[config.mk]
export PLATFORM = sky130hd
export DESIGN_NAME = pmsc_median
export DESIGN_NICKNAME = d
export VERILOG_FILES = /design/src/rtl/pmsc_pkg.sv /design/src/rtl/pmsc_median.sv
export SDC_FILE = /design/constraint.sdc
export NUM_CORES = 1
export LEC_CHECK = 0
export BUFFER_PORTS_ARGS = -buffer_cell sky130_fd_sc_hd__buf_2
export CAP_MARGIN = 0
export CORE_ASPECT_RATIO = 0.8
export CORE_MARGIN = 2
export CORE_UTILIZATION = 25
export CTS_BUF_LIST = sky130_fd_sc_hd__clkbuf_2 sky130_fd_sc_hd__clkbuf_4 sky130_fd_sc_hd__clkbuf_8
export DETAILED_ROUTE_END_ITERATION = 8
export PLACE_DENSITY = 0.53
export SLEW_MARGIN = 10
export SYNTH_ARGS = -nofsm -noshare
export SYNTH_HDL_FRONTEND = slang
export SYNTH_SLANG_ARGS = --single-unit
[constraint.sdc]
create_clock -name clk_i -period 7 [get_ports clk_i]
set_input_delay 0.7 -clock clk_i [delete_from_list [all_inputs] [get_ports clk_i]]
set_output_delay 0.7 -clock clk_i [all_outputs]
set_load 0.03 [all_outputs]
[src/rtl/pmsc_pkg.sv]
// Shared constants and types for the pilot median state classifier.
// No dependencies; used by every other file of the block.
`timescale 1ns / 1ps
`default_nettype none

package pmsc_pkg;

  localparam int unsigned WINDOW   = 7;
  localparam int unsigned DECIMATE = 1;

  localparam int unsigned AdcW     = 12;
  localparam int unsigned UsW      = 16;
  localparam int unsigned SpuW     = 8;
  localparam int unsigned ClsW     = 3;

  localparam int unsigned RankW    = $clog2(WINDOW + 1);
  localparam int unsigned PosW     = (WINDOW > 1) ? $clog2(WINDOW) : 1;
  localparam int unsigned PhaseW   = (DECIMATE > 1) ? $clog2(DECIMATE) : 1;
  localparam int unsigned StepW    = 4;

  typedef logic [AdcW-1:0] sample_t;

  localparam logic [ClsW-1:0] CLS_NONE = 3'd0;
  localparam logic [ClsW-1:0] CLS_A    = 3'd1;
  localparam logic [ClsW-1:0] CLS_B    = 3'd2;
  localparam logic [ClsW-1:0] CLS_C    = 3'd3;
  localparam logic [ClsW-1:0] CLS_EF   = 3'd4;
  localparam logic [ClsW-1:0] CLS_INIT = 3'd7;

  localparam logic [SpuW-1:0] SPU_RESET   = 8'd10;
  localparam logic [UsW-1:0]  STALE_RESET = 16'd85;

  localparam logic [0:0] REG_SPU   = 1'b0;
  localparam logic [0:0] REG_STALE = 1'b1;

endpackage

`default_nettype wire

[src/rtl/pmsc_median.sv]
// Bit-serial median selector: radix select, MSB first, one bit per cycle.
// Depends on pmsc_pkg.
`timescale 1ns / 1ps
`default_nettype none

module pmsc_median
  import pmsc_pkg::*;
(
  input  wire logic    clk_i,
  input  wire logic    rst_ni,
  input  wire logic    start_i,
  input  wire sample_t ring_i [WINDOW],
  output logic         done_o,
  output sample_t      median_o
);

  sample_t                work_q [WINDOW];
  sample_t                work_d [WINDOW];
  logic [WINDOW-1:0]      cand_q, cand_d;
  logic [WINDOW-1:0]      msb;
  logic [WINDOW-1:0]      zero_cand;
  logic [RankW-1:0]       rank_q, rank_d;
  logic [RankW-1:0]       c0;
  logic                   bit_val;
  logic                   busy_q;
  logic [StepW-1:0]       step_q;
  sample_t                res_q;

  always_comb begin
    c0 = '0;
    for (int i = 0; i < WINDOW; i++) begin
      msb[i]       = work_q[i][AdcW-1];
      zero_cand[i] = cand_q[i] & ~work_q[i][AdcW-1];
      c0           = c0 + RankW'(zero_cand[i]);
    end
    bit_val = (rank_q >= c0);
    if (bit_val) begin
      rank_d = rank_q - c0;
      cand_d = cand_q & msb;
    end else begin
      rank_d = rank_q;
      cand_d = zero_cand;
    end
    for (int i = 0; i < WINDOW; i++) begin
      work_d[i] = {work_q[i][AdcW-2:0], 1'b0};
    end
  end

  always_ff @(posedge clk_i or negedge rst_ni) begin
    if (!rst_ni) begin
      busy_q <= 1'b0;
      step_q <= '0;
      done_o <= 1'b0;
    end else begin
      done_o <= 1'b0;
      if (start_i) begin
        busy_q <= 1'b1;
        step_q <= '0;
      end else if (busy_q) begin
        step_q <= step_q + 1'b1;
        if (step_q == StepW'(AdcW - 1)) begin
          busy_q <= 1'b0;
          done_o <= 1'b1;
        end
      end
    end
  end

  always_ff @(posedge clk_i) begin
    if (start_i) begin
      work_q <= ring_i;
      cand_q <= '1;
      rank_q <= RankW'(WINDOW / 2);
      res_q  <= '0;
    end else if (busy_q) begin
      work_q <= work_d;
      cand_q <= cand_d;
      rank_q <= rank_d;
      res_q  <= {res_q[AdcW-2:0], bit_val};
    end
  end

  assign median_o = res_q;

endmodule

`default_nettype wire

* Yosys cells after proc, flatten, opt, wreduce, memory -nomap -nowiden
Cells that the tools add are included.
** Word-level totals
- Flip-flop bits (word level) :: 112
- Input port bits :: 87
- Logic and storage cells :: 51
** Operators by class
- $add $sub $neg :: 8
- $lt $le $gt $ge :: 1
- Equal/unequal tests :: 1
- Mux-type cells :: 11
- Bitwise gates (word level) :: 15
- Reductions and logical operators :: 2
** Operator list (number)
- $mux W84 :: 2
- $add A3 B1 Y3 :: 4
- $mux W4 :: 2
- $and A1 B1 Y1 :: 7
- $and A7 B7 Y7 :: 1
- $mux W7 :: 1
- $not A1 Y1 :: 7
- $mux W1 :: 6
- $add A4 B1 Y4 const B :: 1
- $eq A4 B4 Y1 const B :: 1
- $add A2 B1 Y3 :: 1
- $ge A3 B3 Y1 :: 1
- $sub A3 B3 Y3 :: 1
- $add A1 B1 Y2 :: 1
- $reduce_and A2 Y1 :: 1
- $reduce_bool A2 Y1 :: 1

* Logic depth before layout (Yosys ltp)
- Depth in word-level cells :: 10
- Gate-level depth with buffers :: 13

* Worst setup path before layout
Ideal clock, no wire load.
- Path type :: register to register
- From :: reg work_q (netlist bit msb[0])
- To :: reg rank_q[2]
- Data arrival time :: 3.466 ns
- Required time :: 6.916 ns
- Setup slack :: 3.450 ns
- Stages on the path, launching flop included :: 14
- Path buffers :: 1
- Clock period less this slack :: 3.550 ns
- Cells stage by stage :: edfxtp_1 -> nand2b_1 -> fa_1 -> inv_1 -> fa_1 -> fa_1 -> inv_1 -> fa_1 -> ha_1 -> nand2_1 -> o21ai_2 -> buf_6 -> nand2_4 -> o31ai_2
** On the way
- Cells in the longest elaborated chain, start to end :: 10
- Elaborated cells between the ends (all ways) :: 11
** RTL lines
- start, declared :: RTL line pmsc_median.sv:17 : sample_t work_q [WINDOW];
- start signal, assigned :: RTL line pmsc_median.sv:71 : work_q <= ring_i;
- start signal, assigned :: RTL line pmsc_median.sv:76 : work_q <= work_d;
- $not A1 Y1 (*) :: RTL line pmsc_median.sv:33 : zero_cand[i] = cand_q[i] & ~work_q[i][AdcW-1];
- $and A1 B1 Y1 (*) :: RTL line pmsc_median.sv:33
- $add A1 B1 Y2 (*) :: RTL line pmsc_median.sv:34 : c0 = c0 + RankW'(zero_cand[i]);
- $add A2 B1 Y3 (*) :: RTL line pmsc_median.sv:34
- $add A3 B1 Y3 (*) (4 in a row) :: RTL line pmsc_median.sv:34
- $ge A3 B3 Y1 :: RTL line pmsc_median.sv:36 : bit_val = (rank_q >= c0);
- $reduce_and A2 Y1 (no source line)
- end signal, assigned :: RTL line pmsc_median.sv:73 : rank_q <= RankW'(WINDOW / 2);
- end signal, assigned :: RTL line pmsc_median.sv:78 : rank_q <= rank_d;
- end, declared :: RTL line pmsc_median.sv:22 : logic [RankW-1:0] rank_q, rank_d;
Every way passes the cells marked *; elsewhere a longest branch is shown, timed or not.
A chain may end at the register's enable or synchronous reset.

* Final worst setup path
- From :: reg work_q (netlist bit msb[0])
- To :: reg cand_q[2]
** On the way
- Cells in the longest elaborated chain, start to end :: 10
** RTL lines
- $not A1 Y1 :: RTL line pmsc_median.sv:33
- $and A1 B1 Y1 :: RTL line pmsc_median.sv:33
- $add A1 B1 Y2 :: RTL line pmsc_median.sv:34
- $add A2 B1 Y3 :: RTL line pmsc_median.sv:34
- $add A3 B1 Y3 (4 in a row) :: RTL line pmsc_median.sv:34
- $ge A3 B3 Y1 :: RTL line pmsc_median.sv:36
- $mux W7 :: RTL line pmsc_median.sv:37 : if (bit_val) begin
- end signal, assigned :: RTL line pmsc_median.sv:77 : cand_q <= cand_d;
- end, declared :: RTL line pmsc_median.sv:19 : logic [WINDOW-1:0] cand_q, cand_d;
Every way passes these cells.

==> metrics <==
result of the run completed; fmax 250 MHz; final number of max-transition violations 0; critical-path cell list nand2b_1 -> fa_1 -> inv_1 -> fa_1 -> fa_1 -> inv_1 -> fa_1 -> ha_1 -> nand2_1 -> o21ai_2 -> and4bb_2 -> nor3_1; Filler Cell Count 1986; I/O Buffers 99; data required time of the critical path 7.27 ns; layout cell share with drive strength beyond 1 0.486; leak pwr 2.42 nW; grt total ovfl 0; total net switching power 0.518 mW; summed negative setup slack over all endpoints 0 ns; global-route usage over all layers 0.0876; Least-Margin Pin Slew 1.10 ns; overall die height 129 um; Core Rows 45; die width 161 um; number of synthesized flops with an enable pin 84; number of iterations in the first detailed-routing pass 4; number of failing setup endpoints in the final timing report 0; internal cell power 1.24 mW; class of the tightest hold or removal check in2async; Post-route DRC 0; Synth Instances 321; largest stage delay on the critical path 0.57 ns; Final Cycle Share 0.572; sequential fraction of design power 0.476; count of state elements after synthesis 112; setup slack at placement 2.97 ns; Setup Buffers After CTS 0; share of synthesized area occupied by flip-flops and latches 0.634; Max Root-Sink Buffers 2; unrepaired setup endpoints after global routing false; setup slack on the worst flop-to-flop path 2.99 ns; violation count after the first detailed-routing iteration 149; count of unique library cells instantiated by Yosys 32; clock buffers created by TritonCTS 9; PostCTS Resize Cnt 0; M1 WL 3.89 mm; clock insertion delay at the later pin of the skew report 0.37 ns; clock tree sinks 112; final wirelength 8.84 mm; met3 wirelength from detailed routing 574 um; number of antenna violations at the first check in global routing 0; data arrival at the endpoint of the critical path 4.27 ns; last weighted congestion value of the routability-driven placer 0.724; Hold WS 0.132 ns; largest net degree at the start of global routing 86; top routing layer in use met4; net total in the final layout 512; type of element capturing the critical path flip-flop; Post-Syn Area per Cell 15.3 um2; Clk network pwr share 0.235; CTS clk-pin slew, worst paths 0.10 ns; clock tree from TritonCTS built; Detail Route Antenna Nets 0; drt wl/cell 13.0 um; worst IR drop on VDD 181 uV; switching share of total power 0.295; CP Launch Type flip-flop; area inside the core boundary 19100 um2; minimum clock period 4.01 ns; Final Hold Viols 0; estimated wirelength of the detail-placed design 5.78 mm; number of global-route vias before repair 2914; skew final 0.00555 ns; Power Density 300 nW/um2; met2 routed WL 4.26 mm; area of the die 20800 um2; quantity of hold-fixing buffers added after cts 0; Syn Std Cell Area 4910 um2; tightest slew margin relative to the limit 0.267; Initial Util 0.257; max capacitance violation total 0; worst setup path class reg2reg; worst path setup slack after routing 2.99 ns; most frequent cell on the critical path sky130_fd_sc_hd__fa_1; Area Overhead vs Synth 19.2%; number of nets produced by synthesis 417; global-route wire length before repair 14.2 mm; Top Ports 100; Clock H-tree levels 3; share of synthesized flip-flops with an asynchronous set or reset 0.0536; root cell of the clock tree sky130_fd_sc_hd__clkbuf_8; Gate power share 0.289; vias per std cell 4.05; peak fanout along the critical path 18; Top FF cell, synth sky130_fd_sc_hd__edfxtp_1; overall via count from detail_route 2753; number of warnings reported in the yosys synthesis log 0; Crit-path slowest cell sky130_fd_sc_hd__o21ai_2
[power groups by stage]
stage	clock, mW	combinational (mW)	sequential (mW)
final	0.414	0.507	0.836
after global routing	0.462	0.572	0.846
after CTS	0.440	0.520	0.837
after detailed placement	0	0.519	0.852
after global placement	0	0.482	0.849
after floorplan	0	0.419	0.852
[synth_stat cells, types with 2 or more instances]
cell type / n / area [um2]
sky130_fd_sc_hd__buf_2: 13 / 65.1
sky130_fd_sc_hd__nand2b_1: 4 / 25.0
sky130_fd_sc_hd__ha_1: 4 / 50.1
sky130_fd_sc_hd__buf_6: 3 / 33.8
sky130_fd_sc_hd__dfrtp_1: 6 / 150
sky130_fd_sc_hd__inv_1: 7 / 26.3
sky130_fd_sc_hd__o221a_2: 2 / 22.5
sky130_fd_sc_hd__a21oi_1: 4 / 20.0
sky130_fd_sc_hd__nor2b_1: 7 / 43.8
sky130_fd_sc_hd__nor3_1: 10 / 50.1
sky130_fd_sc_hd__and2_1: 7 / 43.8
sky130_fd_sc_hd__edfxtp_1: 84 / 2520
sky130_fd_sc_hd__and4b_1: 2 / 20.0
sky130_fd_sc_hd__xor2_1: 3 / 26.3
sky130_fd_sc_hd__fa_1: 5 / 100
sky130_fd_sc_hd__and4bb_2: 5 / 62.6
sky130_fd_sc_hd__mux2_2: 77 / 867
sky130_fd_sc_hd__nand2_1: 9 / 33.8
sky130_fd_sc_hd__dfxtp_1: 22 / 440
sky130_fd_sc_hd__nand3b_1: 3 / 22.5
sky130_fd_sc_hd__mux2i_1: 12 / 120
sky130_fd_sc_hd__nor2_1: 22 / 82.6
[per-layer routing]
layer,track usage,up-vias
met5,0,-
met2,0.147,59
li1,-,1360
met1,0.101,1326
met3,0.0426,8
met4,0.0236,0
[cell type report]
| type | count | area, um2 | share of cell area |
|---|---|---|---|
| Clock buffer | 10 | 131 | 0.0224 |
| Tap cell | 258 | 323 | 0.0552 |
| Antenna cell | 1 | 2.50 | 0.000428 |
| Inverter | 7 | 26.3 | 0.00449 |
| Sequential cell | 112 | 3110 | 0.532 |
| Timing Repair Buffer | 102 | 520 | 0.0889 |
| Clock inverter | 5 | 72.6 | 0.0124 |
| Multi-Input combinational cell | 184 | 1660 | 0.284 |
[placed cells by master (no fill, tap or decap)]
| cell type | n |
|---|---|
| sky130_fd_sc_hd__and4bb_2 | 5 |
| sky130_fd_sc_hd__and2_1 | 7 |
| sky130_fd_sc_hd__buf_4 | 4 |
| sky130_fd_sc_hd__nand2b_1 | 4 |
| sky130_fd_sc_hd__nand3b_1 | 3 |
| sky130_fd_sc_hd__clkinv_1 | 2 |
| sky130_fd_sc_hd__dfxtp_1 | 22 |
| sky130_fd_sc_hd__nand2_4 | 1 |
| sky130_fd_sc_hd__edfxtp_1 | 84 |
| sky130_fd_sc_hd__nand2_1 | 9 |
| sky130_fd_sc_hd__buf_2 | 98 |
| sky130_fd_sc_hd__and4b_1 | 2 |
| sky130_fd_sc_hd__xnor2_1 | 1 |
| sky130_fd_sc_hd__inv_1 | 7 |
| sky130_fd_sc_hd__ha_1 | 4 |
| sky130_fd_sc_hd__diode_2 | 1 |
| sky130_fd_sc_hd__o31ai_2 | 1 |
| sky130_fd_sc_hd__xor2_1 | 3 |
| sky130_fd_sc_hd__nor2_1 | 22 |
| sky130_fd_sc_hd__nor3_1 | 10 |
| sky130_fd_sc_hd__clkbuf_8 | 9 |
| sky130_fd_sc_hd__dfrtp_1 | 6 |
| sky130_fd_sc_hd__o221a_2 | 2 |
| sky130_fd_sc_hd__mux2i_1 | 12 |
| sky130_fd_sc_hd__a211o_2 | 1 |
| sky130_fd_sc_hd__nand4_1 | 1 |
| sky130_fd_sc_hd__fa_1 | 5 |
| sky130_fd_sc_hd__nor2b_1 | 7 |
| sky130_fd_sc_hd__clkinv_2 | 1 |
| sky130_fd_sc_hd__clkbuf_4 | 1 |
| sky130_fd_sc_hd__bufinv_16 | 2 |
| sky130_fd_sc_hd__mux2_2 | 77 |
| sky130_fd_sc_hd__a21oi_1 | 4 |
| sky130_fd_sc_hd__a21o_1 | 1 |
| sky130_fd_sc_hd__or2_4 | 1 |
| sky130_fd_sc_hd__o21ai_2 | 1 |
[metrics by stage]
stage	util	instance area, um2	total power, mW	std cells
after floorplan	-	4910	1.27	321
after global placement	0.295	5650	1.33	663
after detailed placement	0.295	5650	1.37	663
after CTS	0.306	5850	1.80	678
after global routing	0.306	5850	1.88	678
final	0.306	5850	1.76	679
[critical path, delay by kind of cell, from the launching register on]
family          cells  cell delay, ns
buf+inv             2            0.12
fa+ha+maj           5            2.17
flops               1            0.40
compound gates      1            0.57
simple gates        4            0.62
[cell families (layout without fill, tap and decap cells)]
| group | after synthesis | after routing | share of synthesized area |
|---|---|---|---|
| buffers and inverters | 25 | 124 | 0.0278 |
| adder cells (fa/ha/maj) | 9 | 9 | 0.0306 |
| other | 0 | 1 | 0 |
| XOR/XNOR | 4 | 4 | 0.00714 |
| flip-flops | 112 | 112 | 0.634 |
| AND/OR/NAND/NOR | 72 | 72 | 0.0831 |
| multiplexers | 89 | 89 | 0.201 |
| AO/OA/AOI/OAI | 10 | 10 | 0.0166 |
[final timing paths]
check                           startpoint        end  cells past startpoint
worst min register to register   cand_q[4]  cand_q[4]                      2
worst max register to register      msb[0]  cand_q[2]                     12
worst max-delay path                msb[0]  cand_q[2]                     12
worst min-delay path                rst_ni  step_q[3]                      1
max in group asynchronous           rst_ni  step_q[1]                      1
min in group clk_i               cand_q[4]  cand_q[4]                      2
[state kept, by name, summed over array words and instances, names as in the netlist]
| register | cells |
|---|---|
| rank_q | 3 |
| msb | 7 |
| done_o | 1 |
| median_o | 12 |
| cand_q | 7 |
| work_d | 77 |
| step_q | 4 |
| busy_q | 1 |
(Power assumes the default switching activity.)
